[src/hdl/svfb_pkg.sv]
package svfb_pkg;

    // Frame layout
    localparam logic [3:0] POS_VEL0   = 4'd8;
    localparam logic [3:0] POS_VEL1   = 4'd9;
    localparam logic [3:0] POS_VEL2   = 4'd10;
    localparam logic [3:0] POS_VEL3   = 4'd11;
    localparam logic [3:0] POS_CRC_HI = 4'd12;
    localparam logic [3:0] POS_CRC_LO = 4'd13;

    // Gain reset: 43.7 in Q8.16
    localparam logic [23:0] GAIN_RESET = 24'd2863923;

    // CRC-16/XMODEM generator
    localparam logic [15:0] CRC16_GEN = 16'h1021;

    // Rounding offset for the Q8.16 product
    localparam logic [48:0] ROUND_HALF = 49'h8000;

    // Saturation limits on the rounded magnitude
    localparam logic [32:0] MAG_POS_MAX = 33'h0_7FFF_FFFF;
    localparam logic [32:0] MAG_NEG_MAX = 33'h0_8000_0000;

    // Scaled velocity handed from the scaler to the serializer
    typedef struct packed {
        logic        valid;
        logic [31:0] scaled;
        logic        side;
    } svfb_frame_t;

    // Fixed header bytes, left side (0) and right side (1)
    function automatic logic [7:0] header_byte(input logic side, input logic [2:0] idx);
        logic [7:0] b;
        b = 8'h00;
        case (idx)
            3'd0:    b = 8'hA5;
            3'd1:    b = side ? 8'h3F : 8'h3E;
            3'd2:    b = 8'h02;
            3'd3:    b = 8'h45;
            3'd4:    b = side ? 8'h02 : 8'h00;
            3'd5:    b = 8'h02;
            3'd6:    b = side ? 8'h96 : 8'h5A;
            3'd7:    b = side ? 8'h2B : 8'h18;
            default: b = 8'h00;
        endcase
        return b;
    endfunction

    // Advance the CRC by one byte, MSB first
    function automatic logic [15:0] crc_byte(input logic [15:0] crc_in, input logic [7:0] b);
        logic [15:0] c;
        c = crc_in ^ {b, 8'h00};
        for (int i = 0; i < 8; i++) begin
            if (c[15])
            begin
                c = {c[14:0], 1'b0} ^ CRC16_GEN;
            end
            else
            begin
                c = {c[14:0], 1'b0};
            end
        end
        return c;
    endfunction

endpackage

[src/hdl/svfb_scale.sv]
module svfb_scale (
    input  logic                      clk,
    input  logic                      rst_n,
    input  logic                      in_valid,
    output logic                      in_ready,
    input  logic signed [24:0]        velocity_command,
    input  logic                      drive_side,
    input  logic [23:0]               gain,
    output svfb_pkg::svfb_frame_t     frame,
    input  logic                      frame_ready
);

    logic        a_valid_reg;
    logic        a_neg_reg;
    logic [24:0] a_mag_reg;
    logic        a_side_reg;
    logic        b_valid_reg;
    logic        b_neg_reg;
    logic [48:0] b_prod_reg;
    logic        b_side_reg;

    logic        a_move;
    logic        a_free;
    logic        b_move;
    logic        b_free;
    logic [24:0] cmd_bits;
    logic [24:0] mag_next;
    logic [48:0] prod_next;
    logic [48:0] rounded;
    logic [32:0] q;
    logic [31:0] scaled;

    // Stage flow control
    assign b_move   = b_valid_reg && frame_ready;
    assign b_free   = !b_valid_reg || b_move;
    assign a_move   = a_valid_reg && b_free;
    assign a_free   = !a_valid_reg || a_move;
    assign in_ready = a_free;

    // Magnitude of the command
    assign cmd_bits = velocity_command;
    assign mag_next = cmd_bits[24] ? (25'd0 - cmd_bits) : cmd_bits;

    // Product of magnitude and gain
    assign prod_next = {24'd0, a_mag_reg} * {25'd0, gain};

    // Round half away from zero, then saturate and reapply the sign
    assign rounded = b_prod_reg + svfb_pkg::ROUND_HALF;
    assign q       = rounded[48:16];

    always_comb
    begin
        if (b_neg_reg)
        begin
            if (q > svfb_pkg::MAG_NEG_MAX)
            begin
                scaled = 32'd0 - svfb_pkg::MAG_NEG_MAX[31:0];
            end
            else
            begin
                scaled = 32'd0 - q[31:0];
            end
        end
        else
        begin
            if (q > svfb_pkg::MAG_POS_MAX)
            begin
                scaled = svfb_pkg::MAG_POS_MAX[31:0];
            end
            else
            begin
                scaled = q[31:0];
            end
        end
    end

    assign frame.valid  = b_valid_reg;
    assign frame.scaled = scaled;
    assign frame.side   = b_side_reg;

    // Valid bits
    always_ff @(posedge clk or negedge rst_n)
    begin
        if (!rst_n)
        begin
            a_valid_reg <= 1'b0;
            b_valid_reg <= 1'b0;
        end
        else
        begin
            if (a_free)
            begin
                a_valid_reg <= in_valid;
            end
            if (b_free)
            begin
                b_valid_reg <= a_valid_reg;
            end
        end
    end

    // Payload: capture the item, then the product
    always_ff @(posedge clk)
    begin
        if (a_free && in_valid)
        begin
            a_neg_reg  <= cmd_bits[24];
            a_mag_reg  <= mag_next;
            a_side_reg <= drive_side;
        end
        if (a_move)
        begin
            b_neg_reg  <= a_neg_reg;
            b_prod_reg <= prod_next;
            b_side_reg <= a_side_reg;
        end
    end

endmodule

[src/hdl/svfb_serial.sv]
module svfb_serial (
    input  logic                      clk,
    input  logic                      rst_n,
    input  svfb_pkg::svfb_frame_t     frame,
    output logic                      frame_ready,
    output logic                      out_valid,
    input  logic                      out_ready,
    output logic [7:0]                frame_byte,
    output logic [3:0]                byte_position,
    output logic                      last_byte
);

    logic        active_reg;
    logic [3:0]  cnt_reg;
    logic [31:0] scaled_reg;
    logic        side_reg;
    logic [15:0] crc_reg;

    logic        take;
    logic        is_last;
    logic [7:0]  cur_byte;
    logic [15:0] crc_next;

    assign is_last     = (cnt_reg == svfb_pkg::POS_CRC_LO);
    assign take        = active_reg && out_ready;
    assign frame_ready = !active_reg || (take && is_last);

    // Select the byte at the current position
    always_comb
    begin
        case (cnt_reg)
            svfb_pkg::POS_VEL0:   cur_byte = scaled_reg[7:0];
            svfb_pkg::POS_VEL1:   cur_byte = scaled_reg[15:8];
            svfb_pkg::POS_VEL2:   cur_byte = scaled_reg[23:16];
            svfb_pkg::POS_VEL3:   cur_byte = scaled_reg[31:24];
            svfb_pkg::POS_CRC_HI: cur_byte = crc_reg[15:8];
            svfb_pkg::POS_CRC_LO: cur_byte = crc_reg[7:0];
            default:              cur_byte = svfb_pkg::header_byte(side_reg, cnt_reg[2:0]);
        endcase
    end

    assign crc_next = svfb_pkg::crc_byte(crc_reg, cur_byte);

    assign out_valid     = active_reg;
    assign frame_byte    = cur_byte;
    assign byte_position = cnt_reg;
    assign last_byte     = is_last;

    // Control: load a frame, advance on each taken item
    always_ff @(posedge clk or negedge rst_n)
    begin
        if (!rst_n)
        begin
            active_reg <= 1'b0;
            cnt_reg    <= 4'd0;
        end
        else if (frame_ready)
        begin
            active_reg <= frame.valid;
            cnt_reg    <= 4'd0;
        end
        else if (take)
        begin
            cnt_reg <= cnt_reg + 4'd1;
        end
    end

    // Payload: hold the frame, fold data bytes into the CRC
    always_ff @(posedge clk)
    begin
        if (frame_ready && frame.valid)
        begin
            scaled_reg <= frame.scaled;
            side_reg   <= frame.side;
            crc_reg    <= 16'h0000;
        end
        else if (take && (cnt_reg[3:2] == 2'b10))
        begin
            crc_reg <= crc_next;
        end
    end

endmodule

[src/hdl/servo_velocity_frame_builder_top.sv]
// Channel  Direction  Handshake               Payload
// in       input      in_valid / in_ready     velocity_command[24:0] s, drive_side
// out      output     out_valid / out_ready   frame_byte[7:0], byte_position[3:0], last_byte
// cfg      input      cfg_write_en            cfg_write_data[23:0] (velocity gain, Q8.16)
//
// Each item yields 14 output items, one per cycle while out_ready is high; the
// output serializer sets the rate at which items are accepted.
// After acceptance, the first output item passes the product register, then the frame load.
// Two scaler stages buffer the next items while a frame is still going out.
// Reset clears all valid and count state; the gain returns to 43.7.
module servo_velocity_frame_builder_top (
    input  logic               clk,
    input  logic               rst_n,
    input  logic               in_valid,
    output logic               in_ready,
    input  logic signed [24:0] velocity_command,
    input  logic               drive_side,
    output logic               out_valid,
    input  logic               out_ready,
    output logic [7:0]         frame_byte,
    output logic [3:0]         byte_position,
    output logic               last_byte,
    input  logic               cfg_write_en,
    input  logic [23:0]        cfg_write_data
);

    logic [23:0]           gain_reg;
    svfb_pkg::svfb_frame_t frame;
    logic                  frame_ready;

    // Gain register
    always_ff @(posedge clk or negedge rst_n)
    begin
        if (!rst_n)
        begin
            gain_reg <= svfb_pkg::GAIN_RESET;
        end
        else if (cfg_write_en)
        begin
            gain_reg <= cfg_write_data;
        end
    end

    svfb_scale u_scale (
        .clk              (clk),
        .rst_n            (rst_n),
        .in_valid         (in_valid),
        .in_ready         (in_ready),
        .velocity_command (velocity_command),
        .drive_side       (drive_side),
        .gain             (gain_reg),
        .frame            (frame),
        .frame_ready      (frame_ready)
    );

    svfb_serial u_serial (
        .clk           (clk),
        .rst_n         (rst_n),
        .frame         (frame),
        .frame_ready   (frame_ready),
        .out_valid     (out_valid),
        .out_ready     (out_ready),
        .frame_byte    (frame_byte),
        .byte_position (byte_position),
        .last_byte     (last_byte)
    );

endmodule
[config.mk]
export PLATFORM = sky130hd
export DESIGN_NAME = servo_velocity_frame_builder_top
export DESIGN_NICKNAME = d
export VERILOG_FILES = /design/src/hdl/svfb_pkg.sv /design/src/hdl/svfb_scale.sv /design/src/hdl/svfb_serial.sv /design/src/hdl/servo_velocity_frame_builder_top.sv
export SDC_FILE = /design/constraint.sdc
export NUM_CORES = 2
export LEC_CHECK = 0
export ABC_CLOCK_PERIOD_IN_PS = 10400
export BUFFER_PORTS_ARGS = -buffer_cell sky130_fd_sc_hd__buf_2
export CAP_MARGIN = 20
export CORE_MARGIN = 2
export CORE_UTILIZATION = 55
export CTS_CLUSTER_SIZE = 16
export DETAILED_ROUTE_END_ITERATION = 8
export GPL_TIMING_DRIVEN = 0
export PLACE_DENSITY = 0.72
export SLEW_MARGIN = 5
export SYNTH_ARGS = -nofsm -noshare
export SYNTH_HDL_FRONTEND = slang
export SYNTH_SLANG_ARGS = --single-unit
[constraint.sdc]
create_clock -name clk -period 10.4 [get_ports clk]
set_input_delay 2.08 -clock clk [delete_from_list [all_inputs] [get_ports clk]]
set_output_delay 2.08 -clock clk [all_outputs]
set_load 0.005 [all_outputs]
# After elaboration in Yosys (flattened, before gate mapping)

Index checks and enable logic that the tools add are counted.

Bits in registers: 158
Input bits: 55
Output and inout port bits: 15
Logic and storage cells: 80

Add/subtract/negate cells: 4
$mul: 1
Magnitude comparators: 2
Eq/ne operators: 14
Mux-type cells: 20
Bitwise gates (word level): 9
Reduce and logical (&&, ||, !) cells: 15

Operators by type and width:

| operator                                                        | count |
|---|---|
| 2-to-1 mux 13 bit                                               | 8 |
| 2-to-1 mux 32 bit                                               | 3 |
| one-hot mux 8 bit (7 select lines)                              | 1 |
| adder 49 x 16 -> 49 bit, second input constant                  | 1 |
| multiplier 25 x 24 -> 49 bit                                    | 1 |
| one-hot mux 8 bit (6 select lines)                              | 1 |
| greater-than comparator 33 x 31 -> 1 bit, second input constant | 1 |
| greater-than comparator 33 x 32 -> 1 bit, second input constant | 1 |
| subtractor 1 x 32 -> 32 bit, first input constant               | 1 |
| subtractor 1 x 25 -> 25 bit, first input constant               | 1 |
| == test 4 bit, second input constant                            | 6 |
| 2-to-1 mux 24 bit                                               | 1 |
| inverter 3 bit                                                  | 8 |
| XOR 16 bit                                                      | 1 |
| == test 3 bit, second input constant                            | 4 |
| 2-to-1 mux 4 bit                                                | 2 |
| 2-to-1 mux 8 bit                                                | 1 |
| == test 3 x 2 -> 1 bit, second input constant                   | 2 |
| logical AND 1 bit                                               | 6 |
| 2-to-1 mux 6 bit                                                | 1 |
| adder 4 x 1 -> 4 bit, second input constant                     | 1 |
| == test 3 x 1 -> 1 bit, second input constant                   | 1 |
| zero test 1 bit                                                 | 3 |
| zero test 3 bit                                                 | 1 |
| 6 further kinds                                                 | 8 |

# Depth between registers and ports, before layout

Depth after elaboration: 21
Gate-level depth with buffers: 27
Mapped depth without buffers: 25

# Cells and area by module

A second synthesis with hierarchy kept.

Cell total of the unflattened synthesis: 3011
Area total of the unflattened synthesis: 28076.9 um^2

By module, submodules not included:

| module                           | instances | cells each | area an instance (um^2) | sequential area each (um^2) |
|---|---|---|---|---|
| svfb_scale                       | 1         | 2697       | 24186.9                 | 1941.9 |
| svfb_serial                      | 1         | 263        | 2876.5                  | 1436.4 |
| servo_velocity_frame_builder_top | 1         | 51         | 1013.5                  | 616.8 |

# Worst setup path after synthesis

No wires, ideal clock.

Kind: reg-to-reg
From: register gain_reg[4]
To: register u_scale.b_prod_reg[38] (data pin)
Library setup time: 0.259 ns
Arrival: 6.985 ns
Data required time: 10.141 ns
Setup slack: 3.156 ns
Cell stages (with the launch flop): 26
Path buffers: 2
Clock period less this slack: 7.244 ns
Cells stage by stage: dfstp_2 > clkbuf_1 > clkbuf_1 > nand2_1 > fa_1 > inv_1 > fa_1 > inv_1 > fa_1 > fa_1 > inv_1 > fa_1 > fa_1 > inv_1 > fa_1 > inv_1 > ha_1 > a21o_1 > a21oi_1 > o21bai_1 > a221o_1 > a221o_1 > a21oi_1 > o21ai_0 > a31oi_1 > xnor2_1

Cells in the longest elaborated chain, start to end: 1

RTL lines:

| item                            | RTL line                               | RTL |
|---|---|---|
| start, declared                 | servo_velocity_frame_builder_top.sv:27 | `logic [23:0] gain_reg;` |
| start signal, assigned          | servo_velocity_frame_builder_top.sv:36 | `gain_reg <= svfb_pkg::GAIN_RESET;` |
| start signal, assigned          | servo_velocity_frame_builder_top.sv:40 | `gain_reg <= cfg_write_data;` |
| multiplier 25 x 24 -> 49 bit    | svfb_scale.sv:45                       | `assign prod_next = {24'd0, a_mag_reg} * {25'd0, gain};` |
| named net u_scale.prod_next[38] | svfb_scale.sv:28                       | `logic [48:0] prod_next;` |
| end signal, assigned            | svfb_scale.sv:114                      | `b_prod_reg <= prod_next;` |
| end, declared                   | svfb_scale.sv:19                       | `logic [48:0] b_prod_reg;` |

The timed path passes the listed nets, and every way through them passes these cells.
A chain may end at the register's enable or synchronous reset.

# Worst setup path in the final report

From: register gain_reg[5]
To: register u_scale.b_prod_reg[42] (data pin)

The elaborated chain is that of the path after synthesis.

==> results.ini <==
[synth]
synthArstFlopShare_pct = 21.68
avgSynthCellArea_sq_um = 9.219
yosysSeqAreaShare_pct = 14.53
synth_edf_count = 96
yosysUniqueCellTypes = 87
syn-cell-area_sq_mm = 0.02750
syn_inst = 2983
ys.flop_type = edfxtp_1
ys_ff_latch = 143
synth_nets = 3722
yosysWarnings = 0

[global_routing]
grt_overflow = 0
use_met1_pct = 42.69
track_usage_pct = 33.24
grt_start_max_net_pins = 37
busiest_layer = met2
grt_pass1_vias = 22220
grt_pass1_wl_mm = 126.0
met2_usage_pct = 51.97
antenna_found_initial = 4
met3_usage_pct = 6.672

[cells_and_area]
multi_input_area_sq_mm = 0.02058
ff_latch_area_sq_mm = 0.003995
drive_above_1_share_pct = 6.353
final_core_util_pct = 59.66
stdcell_count = 3751
nets = 3811
fill_cells = 4324
areaGrowthSynthToFinish_pct = 6.638
largest_reg_flops = 34
final_common_cell = inv_1
layout_common_cells = inv_1 (610), fa_1 (503), nand2_1 (390), and2_1 (317), ha_1 (181)

[status]
status = finished, final reports clean

[clock_network]
clock_insertion_delay_worst_skew_ns = 0.50
htree_levels = 4
clockBufferDepth = 2
post_cts_buffers = 0
cts_root_buffer = clkbuf_16
cts_tree = yes
clock_sinks = 143
post_cts_resized = 0
clk_pin_slew_worst_paths_ns = 0.08
cts_buffers = 17
hold_buffers = 0

[timing]
fin_tns_setup_ns = 0
rsz0062_at_grt = no
final.setup_skew_ns = 0.01291
hold_viol = 0
tightest_slew_ns = 1.021
hold_slack_ns = 0.4355
relSlewSlack_pct = 31.91
fin_crit_ns = 8.961
fmax_mhz = 111.6
drv_slew = 0
setup_viol = 0
finalCritPeriodShare_pct = 86.16

[die]
coreArea_sq_mm = 0.04915
ios = 70
die-height_microns = 227.6
die_w_microns = 227.6
dieArea_sq_mm = 0.05181
num_rows = 81
initial_core_util_pct = 55.95

[setup_path]
cpLargestDelayFamily = adder cells
worstSetupPathType = reg -> reg
cp-start-kind = register
crit_slowest_cell = fa_1
crit_arrival_ns = 9.19
worstSetupEndpointType = register
cp.required_ns = 10.63
max_stage_delay_ns = 0.59
path_buf_inv = 9
crit_fanout = 10

[flow_run]
cap_violations = 0

[drt]
drtPass1Iterations = 8
route.detailed.drc = 0
viasPerCell = 5.781
wl_per_cell_microns = 21.99
finalWirelength_mm = 82.47
vias = 21680
drt-initial-drc-count = 1904
ant_nets = 0

[place]
place_congestion = 0.9739
port_buffers = 67
post-dp-hpwl_mm = 67.61
dpl.cell_count = 3716

[worst_hold_path]
hold_class = reg -> reg

-- layer usage --
layer  wire length (microns)  vias up
met5                       0        -
met4                    5776        0
met3                    7392      260
met2                   37620     1039
met1                   31670    10960
li1                        -     9422
-- path summary, 6_finish.rpt --
kind | depth (start not counted) | end | start | slack [ns]
max | 27 | u_scale.b_prod_reg[42] | gain_reg[5] | 1.44
max reg2reg | 27 | u_scale.b_prod_reg[42] | gain_reg[5] | 1.44
min in group asynchronous | 1 | u_serial.byte_position[3] | rst_n | 1.69
max in group asynchronous | 1 | gain_reg[22] | rst_n | 8.17
min reg2reg | 0 | u_scale.b_side_reg | u_scale.a_side_reg | 0.44
min | 0 | u_scale.b_side_reg | u_scale.a_side_reg | 0.44
-- Yosys cell counts, drive strengths merged (18+ instances only) --
cell type,n,area share [%]
nand4,26,0.69
ha,181,8.2
mux2,26,1.1
and2,321,7.3
a21o,24,0.66
buf,24,0.58
fa,503,37
o21ai,59,1.1
nor3,27,0.51
xor2,26,0.83
a211oi,21,0.57
dfrtp,18,1.6
nand3,40,0.79
a21oi,72,1.3
nand2,391,5.3
inv,610,8.3
xnor2,86,2.7
nor2,63,0.87
clkbuf,128,1.7
a22oi,24,0.69
nor4,21,0.50
edfxtp,96,10
-- per-stage QoR --
step	area, sq um	worst slack, ns
after floorplan	27500	3.156
after global placement	28670	0.7754
after CTS	29320	1.547
final	29330	1.439
after global routing	29320	1.001
after detailed placement	28700	1.568
-- area by class of cell --
class,instances,share of cell area (%)
Sequential cell,143,13.62
Multi-Input combinational cell,2078,70.17
Timing Repair Buffer,70,1.263
Antenna cell,2,0.01707
Inverter,610,7.808
Clock inverter,15,0.6442
Tap cell,664,2.833
Buffer,152,2.189
Clock buffer,17,1.451
-- cell families (layout without fill, tap and decap cells) --
logic type / count (synthesis) / after routing / synth area share (%)
flip-flops: 143 / 143 / 14.53
AO/OA/AOI/OAI: 286 / 286 / 6.965
multiplexers: 32 / 32 / 1.283
other: 0 / 2 / 0
adder cells (fa/ha/maj): 684 / 684 / 44.85
buffers and inverters: 762 / 864 / 10.66
XOR/XNOR: 114 / 114 / 3.740
AND/OR/NAND/NOR: 962 / 962 / 17.98
Power is left out: the tool's default activity adds up to more than one toggle a clock period on the data nets, which glitch-free logic cannot reach.
